<file path="config.mk">
export PLATFORM = sky130hd
export DESIGN_NAME = brdma_front
export DESIGN_NICKNAME = d
export VERILOG_FILES = /design/src/sv/brdma_pkg.sv /design/src/sv/brdma_front.sv
export SDC_FILE = /design/constraint.sdc
export NUM_CORES = 1
export LEC_CHECK = 0
export ABC_CLOCK_PERIOD_IN_PS = 3800
export BUFFER_PORTS_ARGS = -buffer_cell sky130_fd_sc_hd__buf_2
export CORE_MARGIN = 4
export CORE_UTILIZATION = 47
export CTS_BUF_LIST = sky130_fd_sc_hd__clkbuf_4
export CTS_CLUSTER_DIAMETER = 100
export DETAILED_ROUTE_END_ITERATION = 6
export PLACE_DENSITY = 0.86
export SYNTH_ARGS = -nofsm -noshare
export SYNTH_HDL_FRONTEND = slang
export SYNTH_SLANG_ARGS = --single-unit
</file>
<file path="constraint.sdc">
create_clock -name clk -period 3.8 [get_ports clk]
set_input_delay 0.38 -clock clk [delete_from_list [all_inputs] [get_ports clk]]
set_output_delay 0.38 -clock clk [all_outputs]
set_load 0.01 [all_outputs]
</file>
<file path="src/sv/brdma_pkg.sv">
`timescale 1ns / 1ps
// ----------------------------------------------------------------------------
// brdma_pkg
// Shared types and constants for the banked RAM with block copy.
// ----------------------------------------------------------------------------
package brdma_pkg;

  localparam int RAM_BYTES  = 65536;
  localparam int ADDR_W     = 16;
  localparam int BANK_COUNT = 4;
  localparam int BANK_W     = 2;
  localparam int WIN_W      = 14;   // log2(RAM_BYTES / BANK_COUNT)
  localparam int LEN_W      = 17;

  typedef enum logic [1:0] {
    MODE_LOAD  = 2'd0,
    MODE_STORE = 2'd1,
    MODE_BANK  = 2'd2,
    MODE_COPY  = 2'd3
  } mode_t;

  typedef enum logic [1:0] {
    OP_LOAD,
    OP_STORE,
    OP_NOP,
    OP_COPY
  } op_kind_t;

  typedef enum logic [2:0] {
    BK_CLEAR,
    BK_RUN,
    BK_COPY,
    BK_FLUSH,
    BK_DONE
  } back_state_t;

  typedef struct packed {
    logic [1:0]        mode;
    logic [15:0]       offset;
    logic [7:0]        store_byte;
    logic [7:0]        bank_number;
    logic [15:0]       copy_dest;
    logic [15:0]       copy_source;
    logic [LEN_W-1:0]  copy_length;
  } brdma_in_t;

  typedef struct packed {
    logic [7:0] read_byte;
    logic       applied;
  } brdma_out_t;

  // Classified request as it travels from front to back.
  typedef struct packed {
    op_kind_t          kind;
    logic              ok;
    logic [ADDR_W-1:0] addr;   // physical load/store address
    logic [7:0]        data;
    logic [ADDR_W-1:0] src;    // first source byte of a copy
    logic [ADDR_W-1:0] dst;    // first destination byte of a copy
    logic [ADDR_W-1:0] cnt;    // copy length minus one
    logic              desc;   // copy runs from the top down
  } brdma_cmd_t;

endpackage

</file>
<file path="src/sv/brdma_front.sv">
`timescale 1ns / 1ps
// ----------------------------------------------------------------------------
// brdma_front
// Accepts request beats, tracks the current bank and classifies each request.
// ----------------------------------------------------------------------------
module brdma_front (
  input  logic                  clk,
  input  logic                  rst,
  input  logic                  req_valid,
  output logic                  req_stall,
  input  brdma_pkg::brdma_in_t  req,
  input  logic                  clearing,
  input  logic                  q_full,
  output logic                  push,
  output brdma_pkg::brdma_cmd_t cmd
);
  import brdma_pkg::*;

  logic [BANK_W-1:0] current_bank;
  logic              accept;
  logic              bank_ok;
  logic [LEN_W:0]    src_end;
  logic [LEN_W:0]    dst_end;
  logic [LEN_W-1:0]  len_m1;

  assign req_stall = q_full | clearing;
  assign accept    = req_valid & ~req_stall;
  assign push      = accept;

  assign bank_ok = req.bank_number < 8'(BANK_COUNT);
  assign src_end = {2'b00, req.copy_source} + {1'b0, req.copy_length};
  assign dst_end = {2'b00, req.copy_dest} + {1'b0, req.copy_length};
  assign len_m1  = req.copy_length - LEN_W'(1);

  always_comb begin
    cmd      = '0;
    cmd.data = req.store_byte;
    cmd.addr = {current_bank, req.offset[WIN_W-1:0]};
    cmd.cnt  = len_m1[ADDR_W-1:0];
    cmd.desc = req.copy_dest > req.copy_source;
    cmd.src  = cmd.desc ? req.copy_source + cmd.cnt : req.copy_source;
    cmd.dst  = cmd.desc ? req.copy_dest + cmd.cnt : req.copy_dest;
    case (req.mode)
      MODE_LOAD: begin
        cmd.kind = OP_LOAD;
        cmd.ok   = req.offset[ADDR_W-1:WIN_W] == '0;
      end
      MODE_STORE: begin
        cmd.kind = OP_STORE;
        cmd.ok   = req.offset[ADDR_W-1:WIN_W] == '0;
      end
      MODE_BANK: begin
        cmd.kind = OP_NOP;
        cmd.ok   = bank_ok;
      end
      default: begin
        cmd.kind = OP_COPY;
        cmd.ok   = (req.copy_length != '0) && (src_end <= (LEN_W+1)'(RAM_BYTES)) &&
                   (dst_end <= (LEN_W+1)'(RAM_BYTES));
      end
    endcase
  end

  always_ff @(posedge clk) begin
    if (rst) begin
      current_bank <= '0;
    end else if (accept && req.mode == MODE_BANK && bank_ok) begin
      current_bank <= req.bank_number[BANK_W-1:0];
    end
  end

endmodule

</file>
Word-level counts from Yosys, hierarchy flattened

Cells that the tools add are included.

Bits in registers: 2
Input bits: 88
Output and inout bits: 78
Word-level logic and storage cells: 25

$add $sub $neg: 5
$lt $le $gt $ge: 4
Equal/unequal tests: 2
Muxes and demuxes: 3
Bitwise gates (word level): 3
Reductions and logical operators: 7

Operators by type and width:

| cell                    | count |
|---|---|
| $add A16 B17 Y18        | 2 |
| $le A18 B17 Y1 const B  | 2 |
| $add A16 B16 Y16        | 2 |
| $mux W16                | 2 |
| $reduce_bool A17 Y1     | 1 |
| $gt A16 B16 Y1          | 1 |
| $sub A16 B1 Y16 const B | 1 |
| $pmux W3 S3             | 1 |
| $lt A8 B3 Y1 const B    | 1 |
| $logic_and A1 B1 Y1     | 4 |
| $logic_not A2 Y1        | 2 |
| $eq A2 B1 Y1 const B    | 1 |
| $eq A2 B2 Y1 const B    | 1 |
| $and A1 B1 Y1           | 1 |
| $not A1 Y1              | 1 |
| $or A1 B1 Y1            | 1 |

Depth between registers and ports, before layout

Gate-level depths: netlist of the first run.

Depth in word-level cells: 5
Mapped depth: 14

Least setup slack after synthesis of the first run

Ideal clock, no wire load.

Path kind: input to output
Start point: input port req[2] in the netlist's numbering
End point: output port cmd[48] in the netlist's numbering
Arrival time: 3617 ps
Data required time: 3420 ps
Slack: -197 ps
Stages: 12
Path buffers: 0
Cell sequence: or4_1 or3_1 nor3_1 xor2_1 ha_1 and4_1 a22o_1 o41ai_1 o2111a_1 xor2_1 nand2_1 xnor2_1

RTL lines:

| what               | RTL line          | RTL |
|---|---|---|
| start: declaration | brdma_front.sv:11 | `input brdma_pkg::brdma_in_t req,` |
| end: declaration   | brdma_front.sv:15 | `output brdma_pkg::brdma_cmd_t cmd` |

==> metrics.yaml, run 1 <==
status: "complete, but fails checks"
clock_path_buffers: 2
crit_slowest_cell: "or4_4"
hold_path.startpoint: "rst"
drtIter0Drc: 348
finClkSkew_ns: 0
yosysTopAreaCell: "ha_1"
initial_core_util: 0.492
grt_pass1_vias: 5261
via_per_inst: 6.29
vias: 5602
reg_top3: "current_bank x2"
gp_congestion: 0.966
clkTransAtPathRegs_ns: 0.03
post-place-ws_ns: -0.280
wl_mm: 16.6
syn2layout_area_growth_pct: 36.2
synth_fp_nets: 783
regMostFlops: "current_bank"
insertion_delay_ns: 0.22
hpwlAfterDp_mm: 12.7
min_period_ns: 4.16
die_y_um: 105
diodes: 0
port_buffers: 121
rows: 34
cp_cell_sequence: "buf_6 -> or4_4 -> buf_4 -> nor3_2 -> nand2_1 -> xnor2_1 -> buf_4 -> ha_1 -> inv_1 -> o21bai_1 -> a22o_1 -> o41ai_4 -> o2111a_1 -> xor2_1 -> nand2_1 -> xnor2_2 -> buf_2"
synth_top_area_share: 0.231
dieArea_sq_um: 10900
maxCapViolations: 0
async_flop_share: 0
start_kind: "primary input"
syn_area_per_cell_sq_um: 7.18
core_area_sq_um: 8890
startpoint: "req[2]"
pwr_density_cell_nw_per_um2: 198
violations: "negative setup slack"
synth-edff-count: 0
r2r_slack_ns: 3.21
grt_overflow: 0
hold_viol: 0
die_w_um: 105
ant_nets: 0
yosysWarnings: 0
post_drt_wl_per_cell_um: 18.7
worst_ir_drop_vdd_mv: 0.121
power.leakage_nw: 2.86
holdWs_ns: 0.329
largest_reg_flops: 2
antenna_found_initial: 0
io_pins: 166
crit_buf_inv: 5
drc: 0
cts-root-buf: "clkbuf_4"
setup_ws_ns: -0.356
r2r_start: "current_bank[0]"
path_max_fanout: 4
grt_pass1_wl_mm: 24.5
synth-seq-area-share: 0.00915
drt_pre_antenna_iters: 5
synth_cell_types: 69
clock_sinks: 2
rsz0062_at_grt: "true"
holdBufCountCts: 0
hold_path.class: "in2reg"
setup_viol: 7
grtUsageTotal: 0.263
nets: 958
critPathMaxStageDelay_ns: 0.54
crit_required_ns: 3.42
max_freq_ghz: 0.241
synth_seq_cells: 2
path_class: "in2out"
netlist_instances: 610
min_period_over_period: 1.09
cts_tree: "done"
syn_area_sq_um: 4380
worst_pin_slew_ns: 0.415
cp_top_family: "compound AO/OA/AOI/OAI gates"
drv_slew: 0
h-tree-depth: 1
cts_buffers: 3
cp-end-kind: "output pin"
synth_flop_cell: "dfxtp_1"
layout-drive-gt1-share: 0.367
grt_max_degree: 23
critPathArrivalTime_ns: 3.78
yosys-top-cells-area: "ha_1 23%, xnor2_1 6.2%, nor2_1 4.6%"
slew-limit-headroom: 0.716
cell families after synthesis:
kind of cell,count (synthesis),share of synthesized area
AND/OR/NAND/NOR,197,0.220
AO/OA/AOI/OAI,176,0.286
adder cells (fa/ha/maj),85,0.250
buffers and inverters,82,0.0892
XOR/XNOR,47,0.0940
multiplexers,21,0.0520
flip-flops,2,0.00915
power by group:
part	switching (mW)	internal [mW]
sequential	0.00000293	0.0212
combinational	0.602	0.509
clock	0.0108	0.0347
worst register-to-register path, delay by kind of cell, from the launching register on:
| kind | cells | cell delay (ns) |
|---|---|---|
| flip-flops | 1 | 0.29 |
| multiplexers | 1 | 0.13 |
| AND/OR/NAND/NOR | 1 | 0.05 |
synthesized netlist by cell type (3+ instances only):
library cell	instances
o21bai_1	7
o22ai_1	3
nor3_1	25
nand3_1	19
nand4_1	4
o21ba_2	3
nor4_1	10
o21a_1	11
a211o_1	4
nand2b_1	6
or4_1	3
o41ai_1	5
buf_4	22
fa_1	4
inv_1	50
o21ai_0	33
o221ai_1	5
ha_1	81
nand2_1	43
o211ai_1	5
a31oi_1	6
or3_1	3
a211oi_1	7
xor2_1	16
clkbuf_1	10
a21o_1	11
mux2_2	14
nor2_1	54
or2_2	7
nand4b_1	3
mux2i_1	7
o2111ai_1	8
a21oi_1	36
xnor2_1	31
nor2b_1	8
path summary, 6_finish.rpt:
path	depth (start not counted)	to
worst max register to register	2	current_bank[0]
worst min-delay path	2	current_bank[0]
worst max-delay path	17	cmd[48]
worst min register to register	2	current_bank[1]
layout by cell type, fill, tap and decap left out, types with 9 or more instances in the layout:
cell       n
inv_1     49
nand2_1   43
buf_4     80
buf_2    117
o21a_1    11
xnor2_1   27
o21ai_0   31
mux2_2    13
ha_1      70
a21o_1    11
nand3_1   19
nor4_1     9
xor2_1    13
a21oi_1   33
nor3_1    19
nor2_1    48
metal layers:
layer	wire length, um	vias to the layer above	part of all wire	track usage
met5	0	-	0	0
met4	694	0	0.042	0.0950
met2	8220	293	0.49	0.473
met1	6430	2637	0.39	0.323
li1	-	2592	-	-
met3	1290	80	0.078	0.0261
timing repair:
item | 4_1_cts | 5_1_grt
pin swaps | 12 | 27
buffers inserted | 4 | 11
setup endpoints to repair | 10 | 12
resized for setup | 17 | 46
cell type report:
cell class	instances	area, sq um
flip-flops and latches	2	40.0
inverters	50	188
repair buffers	202	1240
clock buffers	3	22.5
fillers	679	2930
multi-input cells	526	4340
well taps	108	135
per-stage QoR:
stage	std cells	utilization	setup TNS, ns	area (sq um)	total power, mW
after floorplan	610	-	0	4420	0.671
after global placement	874	0.615	-0.606	5470	0.971
after detailed placement	874	0.615	-1.12	5470	1.00
after CTS	881	0.633	-0.458	5620	1.08
after global routing	891	0.671	-1.97	5960	1.27
final	891	0.671	-1.14	5960	1.18
(Power assumes the default switching activity.)
==> inputs of run 2 (changes only) <==
Settings changed: CELL_PAD_IN_SITES_DETAIL_PLACEMENT from default to 0, CELL_PAD_IN_SITES_GLOBAL_PLACEMENT from default to 2, CORE_UTILIZATION 47 to 25, MAX_ROUTING_LAYER from default to met4.
==> metrics.yaml, run 2 (synthesis results as in run 1) <==
via_per_inst: 4.96
cp-end-kind: "output pin"
die_y_um: 140
pwr_density_cell_nw_per_um2: 188
cts-root-buf: "clkbuf_4"
min_period_over_period: 1.05
crit_required_ns: 3.42
crit_slowest_cell: "or4_4"
h-tree-depth: 1
r2r_slack_ns: 3.21
slew-limit-headroom: 0.688
wl_mm: 16.0
cts_buffers: 3
setup_ws_ns: -0.179
regMostFlops: "current_bank"
finClkSkew_ns: 0
io_pins: 166
clkTransAtPathRegs_ns: 0.03
drt_pre_antenna_iters: 5
insertion_delay_ns: 0.22
status: "complete, but fails checks"
max_freq_ghz: 0.251
grt_overflow: 0
hpwlAfterDp_mm: 13.5
largest_reg_flops: 2
sequentialPowerShare: 0.018
core_area_sq_um: 17200
maxCapViolations: 0
postPlaceCellArea_sq_um: 5760
violations: "negative setup slack"
cts_tree: "done"
die_w_um: 140
path_class: "in2out"
antenna_found_initial: 0
post_drt_wl_per_cell_um: 15.6
critPathMaxStageDelay_ns: 0.57
rows: 48
hold_viol: 0
start_kind: "primary input"
grt_max_degree: 25
layout-drive-gt1-share: 0.396
final_cell_mix: "117 x buf_2, 92 x buf_4, 73 x ha_1"
setup_viol: 5
p_comb_frac: 0.944
worst_ir_drop_vdd_mv: 0.112
drv_slew: 0
path_max_fanout: 4
grtUsageTotal: 0.155
p_sw_frac: 0.503
cp_cell_sequence: "buf_6 -> or4_4 -> or3_4 -> nor3_4 -> nor3b_4 -> xor2_2 -> buf_4 -> ha_4 -> nor3_1 -> nor2_2 -> o41ai_4 -> buf_4 -> o21ba_4 -> xnor2_1 -> mux2_4 -> buf_6"
min_period_ns: 3.98
clock_path_buffers: 2
final_common_cell: "buf_2"
drtIter0Drc: 253
initial_core_util: 0.254
worst_pin_slew_ns: 0.457
p_switching_mw: 0.599
gp_congestion: 0.874
power.leakage_nw: 2.98
power_mw: 1.19
grt_pass1_vias: 4842
rsz0062_at_grt: "true"
syn2layout_area_growth_pct: 44.6
ant_nets: 0
internal-power_mw: 0.591
dieArea_sq_um: 19700
clkPwrFrac: 0.038
drc: 0
hold_path.class: "in2reg"
port_buffers: 121
critPathArrivalTime_ns: 3.60
nets: 973
final_area_sq_um: 6330
grt_pass1_wl_mm: 24.9
reg_top3: "current_bank x2"
fillCellCount: 1885
vias: 5078
clock_sinks: 2
diodes: 0
[run 2: timing repair]
action | CTS | global route
resized for setup | 32 | 52
setup buffers | 5 | 6
hold buffers | 0 | 0
endpoints found under the setup margin | 12 | 13
pin swaps | 19 | 28
[run 2: per-stage QoR]
step	cells	utilization	setup slack, ns	TNS, ns	hold WS, ns
after global routing	1023	0.367	-0.287	-1.36	0.340
after floorplan	610	-	0.0331	0	0.452
after detailed placement	1010	0.334	-0.397	-1.87	0.484
final	1023	0.367	-0.179	-0.664	0.334
after global placement	1010	0.334	-0.334	-1.64	0.480
after CTS	1018	0.349	-0.239	-0.622	0.323
[run 2: critical path: cells and delay by family]
kind | cells | cell delay [ns]
and+or+nand+nor | 6 | 1.59
buffers and inverters | 4 | 0.53
xor gates and xnor gates | 2 | 0.35
AOI/OAI and AO/OA | 2 | 0.29
muxes | 1 | 0.26
adders and majority gates | 1 | 0.17
[run 2: power groups by stage]
stage	clock network [mW]	registers, mW	logic [mW]
floorplan	0	0.0214	0.649
global placement	0	0.0214	1.01
detailed placement	0	0.0214	1.01
CTS	0.0485	0.0212	1.06
global route	0.0485	0.0212	1.24
finish	0.0456	0.0212	1.12
[run 2: metal layers]
layer	vias up	track usage	routed length [um]
li1	2618	-	-
met1	2299	0.227	8070
met2	157	0.247	7090
met3	4	0.00819	804
met4	0	0.00816	33
met5	-	-	0
[run 2: worst paths after layout]
check,from,end,cells past startpoint
setup / recovery,req[2],cmd[30],16
hold / removal,rst,current_bank[1],2
setup reg to reg,current_bank[0],current_bank[0],2
hold reg to reg,current_bank[1],current_bank[1],2
[run 2: layout make-up]
type                            count  area (sq um)  area share
Timing Repair Buffer              217          1370       0.216
Clock buffer                        3          22.5     0.00356
Tap cell                          225           282      0.0445
Multi-Input combinational cell    526          4430       0.700
Inverter                           50           188      0.0296
Sequential cell                     2          40.0     0.00632
