`config.mk`:
```
export PLATFORM = sky130hd
export DESIGN_NAME = brdma_queue
export DESIGN_NICKNAME = d
export VERILOG_FILES = /design/src/sv/brdma_pkg.sv /design/src/sv/brdma_queue.sv
export SDC_FILE = /design/constraint.sdc
export NUM_CORES = 1
export LEC_CHECK = 0
export BUFFER_PORTS_ARGS = -buffer_cell sky130_fd_sc_hd__clkbuf_2
export CAP_MARGIN = 0
export CORE_UTILIZATION = 47
export DETAILED_ROUTE_END_ITERATION = 8
export PLACE_DENSITY = 0.76
export SLEW_MARGIN = 25
export SYNTH_ARGS = -nofsm -noshare
export SYNTH_HDL_FRONTEND = slang
export SYNTH_SLANG_ARGS = --single-unit
```
`constraint.sdc`:
```
create_clock -name clk -period 4.2 [get_ports clk]
set_clock_uncertainty 0.1 [all_clocks]
set_input_delay 0.63 -clock clk [delete_from_list [all_inputs] [get_ports clk]]
set_output_delay 0.63 -clock clk [all_outputs]
set_load 0.02 [all_outputs]
```
`src/sv/brdma_pkg.sv`:
```
`timescale 1ns / 1ps
// ----------------------------------------------------------------------------
// brdma_pkg
// Shared types and constants for the banked RAM with block copy.
// ----------------------------------------------------------------------------
package brdma_pkg;

  localparam int RAM_BYTES  = 65536;
  localparam int ADDR_W     = 16;
  localparam int BANK_COUNT = 4;
  localparam int BANK_W     = 2;
  localparam int WIN_W      = 14;   // log2(RAM_BYTES / BANK_COUNT)
  localparam int LEN_W      = 17;

  typedef enum logic [1:0] {
    MODE_LOAD  = 2'd0,
    MODE_STORE = 2'd1,
    MODE_BANK  = 2'd2,
    MODE_COPY  = 2'd3
  } mode_t;

  typedef enum logic [1:0] {
    OP_LOAD,
    OP_STORE,
    OP_NOP,
    OP_COPY
  } op_kind_t;

  typedef enum logic [2:0] {
    BK_CLEAR,
    BK_RUN,
    BK_COPY,
    BK_FLUSH,
    BK_DONE
  } back_state_t;

  typedef struct packed {
    logic [1:0]        mode;
    logic [15:0]       offset;
    logic [7:0]        store_byte;
    logic [7:0]        bank_number;
    logic [15:0]       copy_dest;
    logic [15:0]       copy_source;
    logic [LEN_W-1:0]  copy_length;
  } brdma_in_t;

  typedef struct packed {
    logic [7:0] read_byte;
    logic       applied;
  } brdma_out_t;

  // Classified request as it travels from front to back.
  typedef struct packed {
    op_kind_t          kind;
    logic              ok;
    logic [ADDR_W-1:0] addr;   // physical load/store address
    logic [7:0]        data;
    logic [ADDR_W-1:0] src;    // first source byte of a copy
    logic [ADDR_W-1:0] dst;    // first destination byte of a copy
    logic [ADDR_W-1:0] cnt;    // copy length minus one
    logic              desc;   // copy runs from the top down
  } brdma_cmd_t;

endpackage

```
`src/sv/brdma_queue.sv`:
```
`timescale 1ns / 1ps
// ----------------------------------------------------------------------------
// brdma_queue
// Two-entry command queue between front and back.
// ----------------------------------------------------------------------------
module brdma_queue (
  input  logic                  clk,
  input  logic                  rst,
  input  logic                  push,
  input  brdma_pkg::brdma_cmd_t push_data,
  output logic                  full,
  input  logic                  pop,
  output brdma_pkg::brdma_cmd_t pop_data,
  output logic                  empty
);
  import brdma_pkg::*;

  brdma_cmd_t entries [2];
  logic       wr_ptr;
  logic       rd_ptr;
  logic [1:0] count;

  assign full     = count == 2'd2;
  assign empty    = count == 2'd0;
  assign pop_data = entries[rd_ptr];

  always_ff @(posedge clk) begin
    if (push) begin
      entries[wr_ptr] <= push_data;
    end
  end

  always_ff @(posedge clk) begin
    if (rst) begin
      wr_ptr <= 1'b0;
      rd_ptr <= 1'b0;
      count  <= '0;
    end else begin
      if (push) wr_ptr <= ~wr_ptr;
      if (pop)  rd_ptr <= ~rd_ptr;
      case ({push, pop})
        2'b10:   count <= count + 2'd1;
        2'b01:   count <= count - 2'd1;
        default: count <= count;
      endcase
    end
  end

endmodule

```
# After elaboration in Yosys (flattened, before gate mapping)
# Memory sizes are Yosys's and may differ from the RTL's. A register that Yosys moved wholly into a read port is not among the register bits.
# Index checks and enable logic that the tools add are counted.
# Widths: inputs -> output; s select.
[classes]
addsub = 2
n_eq_ne = 3
mux = 5
bitwise = 2
reduce_logical = 2
[op_table]
columns = ["cell", "n"]
rows = [
  ["$eq 2x2->1 const B", 2],
  ["$mux 1", 4],
  ["$pmux 2 s2", 1],
  ["$add 2x1->2 const B", 1],
  ["$eq 2x1->1 const B", 1],
  ["$logic_not 2->1", 1],
  ["$not 1->1", 2],
  ["$reduce_bool 2->1", 1],
  ["$sub 2x1->2 const B", 1],
]
[word_totals]
reg_bits = 4
ramBits = 152
word_cells = 18
memories = 1
[mem_list]
columns = ["memory", "depth", "word_bits", "rd", "rd_clocked_by_memory_dff", "wr", "line", "rtl"]
rows = [
  ["entries", 2, 76, 1, 1, 1, "brdma_queue.sv:18", "brdma_cmd_t entries [2];"],
]

# Depth between registers and ports, before layout
# Gate-level depths: netlist of run 1.
[depth]
word_depth = 3
depth_mapped = 5

# Worst setup path before layout of run 1
# OpenSTA, ideal clock, no wires.
[synth_path]
path_type = "in2reg"
start = "input push"
end = "memory entries[0][0] (netlist name) (enable)"
t_arrival_ns = 3.875
required_ns = 3.587
slack_ns = -0.288
cell_stages = 2
n_path_buf = 0
path_cell_list = "inv_1 -> nor2_1"
[synth_between]
elab_chain_cells = 2
[synth_lines]
columns = ["element", "line", "rtl"]
rows = [
  ["start: declaration", "brdma_queue.sv:9", "input logic push,"],
  ["$mux 1", "brdma_queue.sv:28", "if (push) begin"],
  ["$mux 1 (implied by the code)", "brdma_queue.sv:29", "entries[wr_ptr] <= push_data;"],
  ["end: declaration", "brdma_queue.sv:18", ""],
]
# No other way between the ends.

==> summary.txt, run 1 <==
Timing
  – Hold Violations, Final: 0
  – Setup ws final: 1.56 ns
  – RSZ-0062 raised after global routing: no
  – Fin crit period: 2.64 ns
  – F_max: 379 MHz
  – Worst slew pin tran: 0.979 ns
  – Setup TNS: 0 ns
  – Slew headroom: 34.6%
  – Setup violators final: 0
  – Final cycle utilization of the critical path: 62.8%
  – Final Max Tran Viols: 0

Synth
  – Synthesized Nets: 339
  – Post-Synthesis Cells: 258
  – Multiplexer share of the synthesized area: 15.1%
  – Post-Synth Simple-Gate Area: 0.771%
  – Register area share after synthesis: 82.2%
  – Cell Area, Synth: 5680 um2
  – Synth Area in Adders: 0.220%
  – XOR/XNOR share of the synthesized area: 0.617%
  – Yosys reg bits: 157
  – Mapped Avg Cell Area: 22.0 um2
  – Ranking of synthesized cells by area: edfxtp_1, mux2_2, dfxtp_1, buf_4, xnor2_1
  – Synth area leader: edfxtp_1
  – Warnings, synthesis: 0
  – Unique masters post-synth: 15
  – Share of the synthesized area in the top cell type: 80.4%
  – Post-synthesis compound-gate area fraction: 0.176%
  – Largest family of logic cells by synthesized area: multiplexers

Floorplanning
  – Row count: 39
  – Initial Util: 48.9%
  – Die height: 112 um
  – Die X: 112 um
  – Num ports: 158
  – Die area: 12,500 um2
  – Core area: 11,600 um2

Power and ir drop
  – PwrDens: 546 nW/um2
  – Seq pwr share: 46.3%
  – Comb power frac: 10.7%
  – Clock share of power: 42.9%
  – Pwr Total: 4.02 mW
  – Maximum vdd drop: 0.313 mV
  – Net Sw Power: 849 uW
  – Int Power: 3.17 mW
  – Switch share: 21.1%
  – Static Leak: 2.82 nW

Setup path
  – Setup crit end kind: output pin
  – Critical Path RT: 3.47 ns
  – Worst setup SP type: flip-flop
  – WP data arrival: 1.91 ns
  – FF-to-FF setup slack: 2.26 ns
  – Setup CP Type: flip-flop to output pin
  – Max FO, Critical Path: 48

CTS
  – Num CTS Buffers: 17
  – Post-CTS Resized: 0
  – Clock Tree Buf Depth: 2
  – Clk_lat worst skew: 0.41 ns
  – CTS tree: done
  – Hold Buf Count CTS: 0
  – Post CTS Setup Buffer Count: 0
  – H-tree levels: 4
  – Clock Tree Root: clkbuf_16
  – Clk slew on worst S/H paths: 0.06 ns
  – Clock sink total: 157

Routing
  – DRC: 11
  – DR iter-0 viols: 155
  – Final wirelength: 9.70 mm
  – Vias per std cell: 4.99
  – Total number of vias: 2,926
  – DR pass1 iterations: 6
  – WL/cell: 16.5 um
  – Count of antenna-violating nets left after detailed routing: 0

Global route
  – Met1 usage: 19.3%
  – Pin count of the biggest net entering global routing: 77
  – First-pass GRT wire length: 15.1 mm
  – Total track usage: 16.4%
  – Initial antenna violation count: 0
  – Met3 usage: 7.02%
  – Most Used Layer, Global Route: met2
  – Met2 Use GR: 26.9%
  – Number of global-route vias before repair: 3,033
  – GR Overflow Total: 0

Layout
  – Layout cells sized above 1: 60.9%
  – Area taken by multi-input logic gates: 967 um2
  – Nets: 512
  – Commonest non-fill, non-tap cell in the layout: clkbuf_2
  – # fillers: 844
  – Area added between synthesis and finish: 29.5%
  – Most frequent cells in the layout: clkbuf_2, edfxtp_1, mux2_2
  – Reg area: 4670 um2
  – Util after Layout: 63.3%
  – Fin area: 7350 um2
  – ANT cells: 0

Placement
  – GPL Wtd Cong: 0.669
  – DP Wirelength: 6.06 mm
  – Dpl cell area: 6630 um2
  – IO Port Bufs: 157
  – DP Worst Slack: 1.73 ns

Job
  – Max_cap viols: 0

Run status
  – Outcome: finished, violations left
  – Violated checks: DRC

Hold path
  – Hold/Removal Path Class: primary input to flip-flop
[state kept, by name (all words and copies together), names as in the netlist, named ones only]
name     cells
rd_ptr       1
wr_ptr       1
count        2
entries    152
[worst paths after layout]
| path | cells past startpoint | endpoint | startpoint |
|---|---|---|---|
| hold / removal | 1 | entries[0][0] | push_data[0] |
| setup reg to reg | 2 | entries[0][23] | wr_ptr |
| setup / recovery | 3 | pop_data[3] | flip-flop |
| hold reg to reg | 2 | flip-flop | rd_ptr |
[cell type report]
class / instances / area share [%]
Clock buffer: 17 / 5.78
Clock inverter: 14 / 3.37
Inverter: 1 / 0.0510
Multi-Input combinational cell: 92 / 13.2
Sequential cell: 157 / 63.5
Tap cell: 143 / 2.43
Timing Repair Buffer: 162 / 11.7
[stage by stage]
| step | std cells | hold WS (ns) |
|---|---|---|
| floorplan | 258 | 0.361 |
| global placement | 553 | 0.380 |
| detailed placement | 553 | 0.401 |
| CTS | 584 | 0.280 |
| global route | 586 | 0.283 |
| finish | 586 | 0.302 |
[logic make-up (layout without fill, tap and decap cells)]
kind of cell               Yosys count  in the layout
buffers and inverters                9            194
AOI/OAI and AO/OA                    2              2
muxes                               76             76
DFF                                157            157
xor gates and xnor gates             4              4
adders and majority gates            1              1
and+or+nand+nor                      9              9
[routing by layer]
metal | part of all wire (%) | wire [um] | vias to the layer above
met1 | 41 | 3970 | 1424
met4 | 1.3 | 127 | 0
li1 | - | - | 1376
met2 | 49 | 4800 | 112
met5 | 0 | 0 | -
met3 | 8.3 | 802 | 14
[cell usage after synthesis]
library cell and count:
buf_4 5, nor2_1 6, ha_1 1, xnor2_1 3, xor2_1 1, mux2_2 76, or3_1 1, dfxtp_1 5
and2b_2 1, inv_1 1, edfxtp_1 152, a21oi_1 1, o21ai_0 1, and2_1 1, buf_2 3
[critical path, stage by stage (launching register included)]
cell and delay (ns):
dfxtp_4 0.62, buf_16 0.31, mux2_2 0.39, clkbuf_2 0.16
[power groups by stage]
| stage | registers [mW] | clock network, mW | logic [mW] |
|---|---|---|---|
| after floorplan | 1.88 | 0 | 0.282 |
| after global placement | 1.91 | 0 | 0.402 |
| after detailed placement | 1.91 | 0 | 0.409 |
| after CTS | 1.88 | 1.76 | 0.411 |
| after global routing | 1.87 | 1.82 | 0.462 |
| final | 1.86 | 1.72 | 0.431 |
Note: power is estimated with default switching activity, not from simulation.
==> inputs of run 2 (changes only) <==
==> constraint.sdc (replaced) <==
create_clock -name clk -period 2.31 [get_ports clk]
set_clock_uncertainty 0.1 [all_clocks]
set_input_delay 0.3465 -clock clk [delete_from_list [all_inputs] [get_ports clk]]
set_output_delay 0.3465 -clock clk [all_outputs]
set_load 0.02 [all_outputs]
==> run 2 against run 1 <==
The run still ends with DRC left. Worst setup slack got worse by 1.3 ns. Die area unchanged. Clock-buffer cell count increased by 1. First-iteration DRC count decreased by 16%. Clock power increased by 62%. Wire length decreased by 1.7%. Final area decreased by 0.87%. Cell count increased by 0.34%. Utilization decreased by 0.55 points. Via count decreased by 1.5%. Non-clock buffer count increased by 1. Sequential power increased by 81%. Critical path type unchanged.
==> summary.txt, run 2 (same netlist as run 1, synthesis figures left out) <==
Run status
  – Outcome: finished, violations left
  – Violated checks: DRC

Setup path
  – Setup crit end kind: output pin
  – WP data arrival: 1.60 ns
  – Critical Path RT: 1.86 ns
  – R2R Path End: entries[1][49]
  – Setup CP Type: flip-flop to output pin
  – Worst Setup EP: pop_data[13]
  – Crit path max-delay cell type: mux2_2
  – Crit path buffers/inverters: 2
  – CP Depth: 3
  – Max FO, Critical Path: 44
  – Critical path, cell by cell: buf_12 > mux2_2 > clkbuf_2
  – Worst setup SP type: flip-flop
  – FF-to-FF Start: wr_ptr
  – FF-to-FF path depth: 2
  – FF-to-FF setup slack: 0.83 ns
  – CP top delay family: buffers and inverters
  – Max stage delay on crit path: 0.38 ns

CTS
  – Clock sink total: 157
  – CTS tree: done
  – Clock Tree Buf Depth: 2
  – Clk_lat worst skew: 0.41 ns
  – Post-CTS Resized: 0
  – Clk slew on worst S/H paths: 0.06 ns
  – Hold Buf Count CTS: 0
  – H-tree levels: 4
  – Clock Tree Root: clkbuf_16
  – Post CTS Setup Buffer Count: 0
  – Num CTS Buffers: 17

Layout
  – Area added between synthesis and finish: 28.4%
  – Layout cells sized above 1: 60.9%
  – Max FFs per register: 152
  – Regs by FF count: entries: 152 flops, count: 2 flops
  – Most flop-heavy register: entries
  – Most frequent cells in the layout: clkbuf_2, edfxtp_1, mux2_2
  – Commonest non-fill, non-tap cell in the layout: clkbuf_2
  – ANT cells: 0
  – Nets: 513
  – Fin area: 7290 um2

Routing
  – DR iter-0 viols: 130
  – Highest Signal Layer: met4
  – Count of antenna-violating nets left after detailed routing: 0
  – Met3 wire length: 837 um
  – Vias per std cell: 4.90
  – DRC: 11
  – Wire length on met1: 3.76 mm
  – Total number of vias: 2,881
  – DR pass1 iterations: 6
  – WL/cell: 16.2 um
  – Final wirelength: 9.53 mm
  – Routed wl met2: 4.78 mm

Timing
  – Hold Violations, Final: 0
  – Setup violators final: 0
  – Worst slew pin tran: 0.596 ns
  – Slew headroom: 60.3%
  – Fin crit period: 2.04 ns
  – Setup ws final: 0.267 ns
  – Setup TNS: 0 ns
  – Final cycle utilization of the critical path: 88.5%
  – F_max: 489 MHz
  – RSZ-0062 raised after global routing: no
  – Final Max Tran Viols: 0

Placement
  – Dpl cell area: 6690 um2
  – IO Port Bufs: 157
  – DP Wirelength: 6.28 mm
  – DP Worst Slack: 0.682 ns
  – GPL Wtd Cong: 0.648

Power and ir drop
  – Switch share: 21.9%
  – Static Leak: 2.79 nW
  – Clock share of power: 40.1%
  – Comb power frac: 11.6%
  – Maximum vdd drop: 0.567 mV
  – Net Sw Power: 1.53 mW
  – Int Power: 5.44 mW
  – PwrDens: 955 nW/um2
  – Seq pwr share: 48.3%
  – Pwr Total: 6.96 mW

Global route
  – Pin count of the biggest net entering global routing: 45
  – GR Overflow Total: 0
  – Initial antenna violation count: 0
  – First-pass GRT wire length: 14.6 mm
  – Total track usage: 15.9%
  – Number of global-route vias before repair: 3,052

Floorplanning
  – Core area: 11,600 um2
  – Die height: 112 um
  – Initial Util: 48.9%
  – Die X: 112 um
  – Row count: 39
  – Die area: 12,500 um2
  – Num ports: 158

Job
  – Max_cap viols: 0

Hold path
  – Hold/Removal Path Class: primary input to flip-flop
[run 2: cell count changes in the layout (fill, tap and decap cells not counted)]
cell / change
clkinv_2: +2
clkbuf_1: +1
clkinvlp_4: +1
buf_12: +3
bufinv_16: -3
buf_16: -2
[run 2: metal layers]
metal	vias to the layer above	track usage, %
met2	111	26.9
li1	1371	-
met1	1384	17.4
met3	15	6.26
met5	-	0
met4	0	7.57
[run 2: area by class of cell]
cell class	instances	area, um2
clock buffers	18	429
inverters	1	3.75
well taps	143	179
multi-input cells	92	967
fillers	829	4320
flip-flops and latches	157	4670
clock inverters	14	175
repair buffers	163	868
[run 2: how the worst min path moves through the flow]
stage	slack, ns	depth (start not counted)	start	end
2_1_floorplan	0.32	1	rst	count[1]
3_3_place_gp	0.38	2	count[1]	count[1]
3_5_place_dp	0.40	2	rd_ptr	rd_ptr
4_1_cts	0.004	1	push_data[20]	entries[0][20]
5_1_grt	0.009	1	push_data[71]	entries[1][71]
6_report	0.03	1	push_data[24]	entries[0][24]
[run 2: worst register-to-register path: cells and delay by family, from the launching register on]
family | cells | cell delay, ns
AND/OR/NAND/NOR | 1 | 0.20
flip-flops | 1 | 0.41
buffers and inverters | 1 | 0.41
[run 2: power by group through the flow]
stage / clock network (mW) / registers, mW / logic [mW]
floorplan: 0 / 3.41 / 0.515
global placement: 0 / 3.42 / 0.804
detailed placement: 0 / 3.43 / 0.817
CTS: 2.86 / 3.37 / 0.820
global route: 2.95 / 3.38 / 0.861
finish: 2.79 / 3.36 / 0.805
[run 2: metrics by stage]
step	utilization, %	instances	hold WS [ns]
after floorplan	-	258	0.316
after detailed placement	57.6	556	0.398
after global routing	62.8	588	0.00874
after global placement	57.6	556	0.380
after CTS	62.8	588	0.00380
final	62.8	588	0.0258
